`src/rtl/core/swm_pkg.sv`:
```
`timescale 1ns / 1ps
// Shared definitions for the sliding-window median filter.
// Holds default sizes, register codes and the sorter control struct; depends on nothing.
package swm_pkg;

  localparam int MAX_WINDOW_DEF  = 32;
  localparam int SAMPLE_BITS_DEF = 16;

  localparam int                    WINDOW_LEN_W     = 6;
  localparam logic [WINDOW_LEN_W-1:0] WINDOW_LEN_RESET = 6'd3;

  localparam int   PADDR_W        = 3;
  localparam int   PDATA_W        = 32;
  localparam logic REG_WINDOW_LEN = 1'b0;

  typedef struct packed {
    logic update;
    logic remove;
  } swm_ctrl_t;

endpackage

```
`src/rtl/core/swm_cell.sv`:
```
`timescale 1ns / 1ps
// One cell of the sorted row: holds one window value in ascending position.
// Depends on swm_pkg for the control struct.
module swm_cell #(
  parameter int MAX_WINDOW  = swm_pkg::MAX_WINDOW_DEF,
  parameter int SAMPLE_BITS = swm_pkg::SAMPLE_BITS_DEF,
  parameter int INDEX       = 0
) (
  input  logic                          clk,
  input  swm_pkg::swm_ctrl_t            ctrl,
  input  logic signed [SAMPLE_BITS-1:0] samp,
  input  logic signed [SAMPLE_BITS-1:0] old,
  input  logic [$clog2(MAX_WINDOW+1)-1:0] count,
  input  logic signed [SAMPLE_BITS-1:0] left_r,
  input  logic                          left_gt,
  input  logic signed [SAMPLE_BITS-1:0] right_val,
  output logic signed [SAMPLE_BITS-1:0] val,
  output logic signed [SAMPLE_BITS-1:0] r_val,
  output logic                          r_gt
);

  localparam int CNT_W = $clog2(MAX_WINDOW + 1);

  logic                          lt;
  logic                          in_range;
  logic                          at_end;
  logic signed [SAMPLE_BITS-1:0] val_next;

  // With the oldest value taken out, cells from its position on close up from the right.
  assign lt       = val < old;
  assign r_val    = (!ctrl.remove || lt) ? val : right_val;
  assign in_range = CNT_W'(INDEX) < count;
  assign r_gt     = in_range && (r_val > samp);
  assign at_end   = count == CNT_W'(INDEX);

  always_comb begin
    if (left_gt) begin
      val_next = left_r;
    end else if (r_gt || at_end) begin
      val_next = samp;
    end else begin
      val_next = r_val;
    end
  end

  always_ff @(posedge clk) begin
    if (ctrl.update) begin
      val <= val_next;
    end
  end

endmodule

```
`src/rtl/core/swm_sorter.sv`:
```
`timescale 1ns / 1ps
// Row of sorting cells, each linked to its left and right neighbours where they exist.
// Depends on swm_pkg and swm_cell.
module swm_sorter #(
  parameter int MAX_WINDOW  = swm_pkg::MAX_WINDOW_DEF,
  parameter int SAMPLE_BITS = swm_pkg::SAMPLE_BITS_DEF
) (
  input  logic                                    clk,
  input  swm_pkg::swm_ctrl_t                      ctrl,
  input  logic signed [SAMPLE_BITS-1:0]           samp,
  input  logic signed [SAMPLE_BITS-1:0]           old,
  input  logic [$clog2(MAX_WINDOW+1)-1:0]         count,
  output logic [MAX_WINDOW-1:0][SAMPLE_BITS-1:0]  cell_vals
);

  logic signed [SAMPLE_BITS-1:0] vals  [MAX_WINDOW];
  logic signed [SAMPLE_BITS-1:0] r_vals[MAX_WINDOW];
  logic                          r_gts [MAX_WINDOW];

  for (genvar i = 0; i < MAX_WINDOW; i++) begin : g_cell
    logic signed [SAMPLE_BITS-1:0] left_r;
    logic                          left_gt;
    logic signed [SAMPLE_BITS-1:0] right_val;

    if (i == 0) begin : g_first
      assign left_r  = samp;
      assign left_gt = 1'b0;
    end else begin : g_mid
      assign left_r  = r_vals[i-1];
      assign left_gt = r_gts[i-1];
    end

    if (i == MAX_WINDOW - 1) begin : g_last
      assign right_val = vals[i];
    end else begin : g_inner
      assign right_val = vals[i+1];
    end

    swm_cell #(
      .MAX_WINDOW (MAX_WINDOW),
      .SAMPLE_BITS(SAMPLE_BITS),
      .INDEX      (i)
    ) u_cell (
      .clk      (clk),
      .ctrl     (ctrl),
      .samp     (samp),
      .old      (old),
      .count    (count),
      .left_r   (left_r),
      .left_gt  (left_gt),
      .right_val(right_val),
      .val      (vals[i]),
      .r_val    (r_vals[i]),
      .r_gt     (r_gts[i])
    );

    assign cell_vals[i] = vals[i];
  end

endmodule

```
`src/rtl/core/sliding_window_median.sv`:
```
`timescale 1ns / 1ps
// Top level of the sliding-window median filter: ring store, control and result register.
// Depends on swm_pkg and swm_sorter.
//
// Each sample passes through three steps: the oldest sample is read out of the arrival
// ring, the row of sorting cells drops that sample and places the new one, and the median
// is picked and the result register loaded. sample_stall is high during the last two steps,
// and when the sample gives a result it stays high for as long as an earlier result is still
// held by median_stall, because the result register cannot be loaded until that transfer is done.
// No result is given until window_len samples have arrived; from then on each
// sample gives one result, twice the median, with one fraction bit for even windows.
// A window_len of zero acts as one and values above MAX_WINDOW act as MAX_WINDOW.
// Writing window_len empties the window; it is to be written only while the block is idle (not enforced by the block).
module sliding_window_median #(
  parameter int MAX_WINDOW  = swm_pkg::MAX_WINDOW_DEF,
  parameter int SAMPLE_BITS = swm_pkg::SAMPLE_BITS_DEF
) (
  input  logic                              clk,
  input  logic                              rst,
  input  logic                              psel,
  input  logic                              penable,
  input  logic                              pwrite,
  input  logic [swm_pkg::PADDR_W-1:0]       paddr,
  input  logic [swm_pkg::PDATA_W-1:0]       pwdata,
  output logic [swm_pkg::PDATA_W-1:0]       prdata,
  output logic                              pready,
  input  logic                              sample_valid,
  output logic                              sample_stall,
  input  logic signed [SAMPLE_BITS-1:0]     sample,
  output logic                              median_valid,
  input  logic                              median_stall,
  output logic signed [SAMPLE_BITS:0]       median_x2
);

  localparam int CNT_W = $clog2(MAX_WINDOW + 1);
  localparam int IDX_W = (MAX_WINDOW > 1) ? $clog2(MAX_WINDOW) : 1;
  localparam int WL_W  = swm_pkg::WINDOW_LEN_W;
  localparam int CMP_W = (CNT_W > WL_W) ? CNT_W : WL_W;

  typedef enum logic [2:0] {
    S_IDLE   = 3'b001,
    S_UPDATE = 3'b010,
    S_MEDIAN = 3'b100
  } state_t;

  state_t state;
  state_t state_next;

  logic [WL_W-1:0]               window_len;
  logic [CNT_W-1:0]              fill_count;
  logic [IDX_W-1:0]              oldest_pointer;
  logic [CNT_W-1:0]              len;
  logic                          filling;
  logic [IDX_W-1:0]              ptr_wrapped;
  logic [IDX_W-1:0]              ptr_inc;
  logic [IDX_W-1:0]              wr_addr;
  logic                          accept;
  logic                          cfg_write;

  logic signed [SAMPLE_BITS-1:0] arrival_ring[MAX_WINDOW];
  logic signed [SAMPLE_BITS-1:0] old_q;
  logic signed [SAMPLE_BITS-1:0] samp_q;
  logic                          remove_q;
  logic                          emit_q;
  logic [CNT_W-1:0]              count_q;

  swm_pkg::swm_ctrl_t                      ctrl;
  logic [MAX_WINDOW-1:0][SAMPLE_BITS-1:0]  cell_vals;
  logic [IDX_W-1:0]                        hi_idx;
  logic [IDX_W-1:0]                        lo_idx;
  logic signed [SAMPLE_BITS-1:0]           mid_a;
  logic signed [SAMPLE_BITS-1:0]           mid_b;
  logic signed [SAMPLE_BITS:0]             mid_sum;
  logic                                    load_out;

  assign pready    = 1'b1;
  assign cfg_write = psel && penable && pwrite && (paddr[2] == swm_pkg::REG_WINDOW_LEN);
  assign prdata    = (paddr[2] == swm_pkg::REG_WINDOW_LEN) ?
                     swm_pkg::PDATA_W'(window_len) : '0;

  always_comb begin
    if (window_len == '0) begin
      len = CNT_W'(1);
    end else if (CMP_W'(window_len) > CMP_W'(MAX_WINDOW)) begin
      len = CNT_W'(MAX_WINDOW);
    end else begin
      len = CNT_W'(window_len);
    end
  end

  assign filling      = fill_count < len;
  assign ptr_wrapped  = (CNT_W'(oldest_pointer) >= len) ? '0 : oldest_pointer;
  assign ptr_inc      = (CNT_W'(ptr_wrapped) + CNT_W'(1) >= len) ? '0 : ptr_wrapped + 1'b1;
  assign wr_addr      = filling ? fill_count[IDX_W-1:0] : ptr_wrapped;
  assign sample_stall = state != S_IDLE;
  assign accept       = sample_valid && (state == S_IDLE);

  always_ff @(posedge clk) begin
    if (rst) begin
      window_len     <= swm_pkg::WINDOW_LEN_RESET;
      fill_count     <= '0;
      oldest_pointer <= '0;
    end else if (cfg_write) begin
      window_len     <= pwdata[WL_W-1:0];
      fill_count     <= '0;
      oldest_pointer <= '0;
    end else if (accept) begin
      if (filling) begin
        fill_count <= fill_count + 1'b1;
      end else begin
        oldest_pointer <= ptr_inc;
      end
    end
  end

  // The ring read returns the entry as it was before this transfer overwrites it.
  always_ff @(posedge clk) begin
    if (accept) begin
      arrival_ring[wr_addr] <= sample;
      old_q                 <= arrival_ring[wr_addr];
      samp_q                <= sample;
      remove_q              <= !filling;
      count_q               <= filling ? fill_count : len - 1'b1;
      emit_q                <= !filling || (fill_count + 1'b1 == len);
    end
  end

  assign ctrl.update = state == S_UPDATE;
  assign ctrl.remove = remove_q;

  swm_sorter #(
    .MAX_WINDOW (MAX_WINDOW),
    .SAMPLE_BITS(SAMPLE_BITS)
  ) u_sorter (
    .clk      (clk),
    .ctrl     (ctrl),
    .samp     (samp_q),
    .old      (old_q),
    .count    (count_q),
    .cell_vals(cell_vals)
  );

  assign hi_idx  = IDX_W'(len >> 1);
  assign lo_idx  = len[0] ? hi_idx : hi_idx - 1'b1;
  assign mid_a   = $signed(cell_vals[lo_idx]);
  assign mid_b   = $signed(cell_vals[hi_idx]);
  assign mid_sum = {mid_a[SAMPLE_BITS-1], mid_a} + {mid_b[SAMPLE_BITS-1], mid_b};

  assign load_out = (state == S_MEDIAN) && emit_q && !(median_valid && median_stall);

  always_comb begin
    state_next = state;
    unique case (state)
      S_IDLE: begin
        if (sample_valid) begin
          state_next = S_UPDATE;
        end
      end
      S_UPDATE: begin
        state_next = S_MEDIAN;
      end
      S_MEDIAN: begin
        if (!emit_q || load_out) begin
          state_next = S_IDLE;
        end
      end
      default: begin
        state_next = S_IDLE;
      end
    endcase
  end

  always_ff @(posedge clk) begin
    if (rst) begin
      state        <= S_IDLE;
      median_valid <= 1'b0;
    end else begin
      state <= state_next;
      if (load_out) begin
        median_valid <= 1'b1;
      end else if (!median_stall) begin
        median_valid <= 1'b0;
      end
    end
  end

  always_ff @(posedge clk) begin
    if (load_out) begin
      median_x2 <= mid_sum;
    end
  end

endmodule
```
`config.mk`:
```
export PLATFORM = sky130hd
export DESIGN_NAME = sliding_window_median
export DESIGN_NICKNAME = d
export VERILOG_FILES = /design/src/rtl/core/swm_pkg.sv /design/src/rtl/core/swm_cell.sv /design/src/rtl/core/swm_sorter.sv /design/src/rtl/core/sliding_window_median.sv
export SDC_FILE = /design/constraint.sdc
export NUM_CORES = 2
export LEC_CHECK = 0
export BUFFER_PORTS_ARGS = -buffer_cell sky130_fd_sc_hd__buf_2
export CORE_UTILIZATION = 30
export DETAILED_ROUTE_END_ITERATION = 12
export GPL_ROUTABILITY_DRIVEN = 0
export HOLD_SLACK_MARGIN = 0.15
export PLACE_DENSITY = 0.45
export SKIP_CTS_REPAIR_TIMING = 1
export SLEW_MARGIN = 0
export SYNTH_ARGS = -nofsm -noshare
export SYNTH_HDL_FRONTEND = slang
export SYNTH_SLANG_ARGS = --single-unit
```
`constraint.sdc`:
```
create_clock -name clk -period 15.92 [get_ports clk]
set_input_delay 4.776 -clock clk [delete_from_list [all_inputs] [get_ports clk]]
set_output_delay 4.776 -clock clk [all_outputs]
set_load 0.03 [all_outputs]
```
==> results.toml <==
[run_status]
outcome = "finished clean"

[pwr]
power_density_nw_per_um2 = 103
p_leak_nw = 37.6
ir_drop_mv = 0.0955

[clock_network]
path_clk_slew_ns = 0.06
cts_inserted_buffers = 151
cts_tree = "done"
root_buffer = "clkbuf_16"
h-tree-depth = 4
clock_latency_ns = 0.88
cts.path.max_buffers = 4
cts_num_sinks = 1102

[worst_setup_path]
path_class = "primary input to output port"
critical_path.most_common_cell = "buf_2"
crit_start = "paddr[2]"
critPathArrivalTime_ns = 5.37
crit_end = "prdata[4]"
crit_path_start_kind = "primary input"
r2r_end = "u_sorter.g_cell[14].u_cell.val[0]"
cpMaxStageDelayCell = "buf_2"
r2r-start = "old_q[9]"
ff2ff_path_depth = 19
required_ns = 11.14
slowest_delay_ns = 0.21
cp_max_fo = 7
rrSetupSlack_ns = 8.26
cp_cell_sequence = "buf_2, nor2b_1, buf_2"
cp-end-kind = "output port"

[die]
core_um2 = 277000
start_util_pct = 30.2
fp.dieW_um = 530
io_pins = 110
die_area_um2 = 281000
die_y_um = 530
rows = 193

[logic_synthesis]
synth_cell_types = 103
synth_edf_count = 1081
mappedNetlistArea_um2 = 83600
ys_ff_latch = 1102
seq_area_frac_synth_pct = 39.3
synthArstFlopShare_pct = 0
avgSynthCellArea_um2 = 11.0
yosys_warnings = 0
syn_inst = 7579
ys.flop_type = "edfxtp_1"

[layout]
drive_above_1_share_pct = 15.5
nets = 8666
areaGrowthSynthToFinish_pct = 11.8

[min_path]
hold_path.class = "flip-flop to flip-flop"
hold_depth = 2
min_from = "median_valid"

[routing]
firstDrtPassIters = 6
vias = 67500
drtIter0Drc = 7955
avgRoutedWirePerCell_um = 31.0
postRouteAntennaNets = 0
vias_per_cell = 5.92
remaining_drc_errors = 0
drt-total-wl_mm = 353

[run]
maxCapViolCount = 0

[global_routing]
antenna_found_initial = 14
grt_pass1_wl_mm = 495
grt_pass1_vias = 65200
grt_max_degree = 146
grtUsageTotal_pct = 24.6
grt.overflow.total = 0

[timing]
setup_viol = 0
maxSlewViolCount = 0
tightest_slew_ns = 1.32
layout_min_cycle_time_ns = 10.15
hold_viol_final = 0
clock.fmax_mhz = 98.6
fin_crit_sh_pct = 63.7
tns_ns = 0
whs_ns = 0.535
finClkSkew_ns = 0.0932
slew_headroom_pct = 12.3
rsz0062_at_grt = "no"

[place]
dp_hpwl_mm = 242
portBuffers = 54
==> synthesized netlist by cell type (21+ instances only) <==
cell	count	share of area (%)
edfxtp_1	1081	39
ha_1	1015	15
nand2_1	633	2.8
mux2i_1	539	6.5
o21ai_0	420	2.5
mux2_2	372	5.0
inv_1	337	1.5
nor2_1	316	1.4
clkbuf_1	293	1.3
a21oi_1	286	1.7
a21o_1	259	2.3
nand3_1	229	1.4
nand4_1	187	1.4
mux4_2	173	4.7
nand2b_1	87	0.65
o22ai_1	87	0.65
nor2b_1	80	0.60
a221o_1	79	0.95
buf_2	75	0.45
a211oi_1	66	0.59
a32oi_1	65	0.68
o21a_1	58	0.52
o221ai_1	53	0.56
a31oi_1	44	0.33
buf_4	41	0.37
a22oi_1	39	0.35
and2_1	38	0.28
o31ai_1	36	0.32
nor3_1	34	0.20
o2bb2ai_1	30	0.31
buf_1	27	0.12
o211ai_1	26	0.23
nand3b_1	24	0.22
o21ai_1	24	0.14
and4_1	23	0.24
or2_2	22	0.16
dfxtp_1	21	0.50
==> metrics by stage <==
stage | instance area, µm² | setup WS [ns] | power (mW) | instances | util (%)
2_1_floorplan | 83700 | 5.01 | 5.33 | 7604 | -
3_3_place_gp | 88800 | 5.78 | 6.21 | 11100 | 32.1
4_1_cts | 93500 | 5.74 | 9.68 | 11400 | 33.8
6_report | 93500 | 5.77 | 9.67 | 11400 | 33.8
5_1_grt | 93500 | 5.73 | 10.0 | 11400 | 33.8
3_5_place_dp | 88800 | 5.74 | 6.27 | 11100 | 32.1
==> area by class of cell <==
class                      count  area (µm²)
sequential                  1102       32900
clock buffer                 187        4000
fill                       27800      183000
inverter                     338        1280
clock inverter                67         704
multi-input combinational   5724       48000
tap                         3705        4640
timing repair buffer         275        2020
antenna                        9        22.5
==> cells in the final DEF (no fill, tap or decap), types with 33 or more instances in the layout <==
master,count
edfxtp_1,1081
ha_1,1014
nand2_1,632
mux2i_1,538
o21ai_0,418
mux2_2,372
inv_1,305
nor2_1,298
a21oi_1,283
a21o_1,259
nand3_1,229
buf_4,214
nand4_1,187
mux4_2,173
clkbuf_16,155
nand2b_1,87
o22ai_1,87
a221o_1,79
nor2b_1,78
a32oi_1,65
a211oi_1,64
o21a_1,58
buf_2,54
o221ai_1,53
a31oi_1,40
a22oi_1,39
and2_1,38
o31ai_1,36
nor3_1,33
==> report_power, final <==
part	internal, mW	switching (mW)
clock network	2.00	1.40
registers	3.34	0.0597
logic	1.05	1.82
total	6.39	3.27
==> flip-flops by register name, indices dropped and copies added (netlist names) <==
signal and cells:
arrival_ring 512, count_q 6, emit_q 1, fill_count 6
median_valid 1, median_x2 17, old_q 16, oldest_pointer 5
remove_q 1, samp_q 16, state 3, u_sorter.g_cell.u_cell.val 512
window_len 6
==> critical path: cells and delay by family <==
kind,cells,cell delay (ns)
buffers and inverters,2,0.41
and+or+nand+nor,1,0.16
==> how the worst min path moves through the flow <==
| stage | endpoint |
|---|---|
| 2_1_floorplan | window_len[0] |
| 3_3_place_gp | median_valid |
| 3_5_place_dp | median_valid |
| 4_1_cts | median_valid |
| 5_1_grt | median_valid |
| 6_report | median_valid |
==> per-layer routing <==
metal	vias to the layer above	wire length, µm	track usage (%)
li1	29600	-	-
met1	34000	155000	34.1
met2	3237	150000	36.6
met3	661	29200	4.37
met4	6	19200	11.9
met5	-	39	0
==> cells by family after synthesis <==
logic type / share of synthesized area, %
XOR/XNOR: 0.304
adder cells (fa/ha/maj): 15.2
multiplexers: 16.1
buffers and inverters: 3.82
AO/OA/AOI/OAI: 15.2
other: 0.00898
AND/OR/NAND/NOR: 10.0
flip-flops: 39.3
Note: power is estimated with default switching activity, not from simulation.
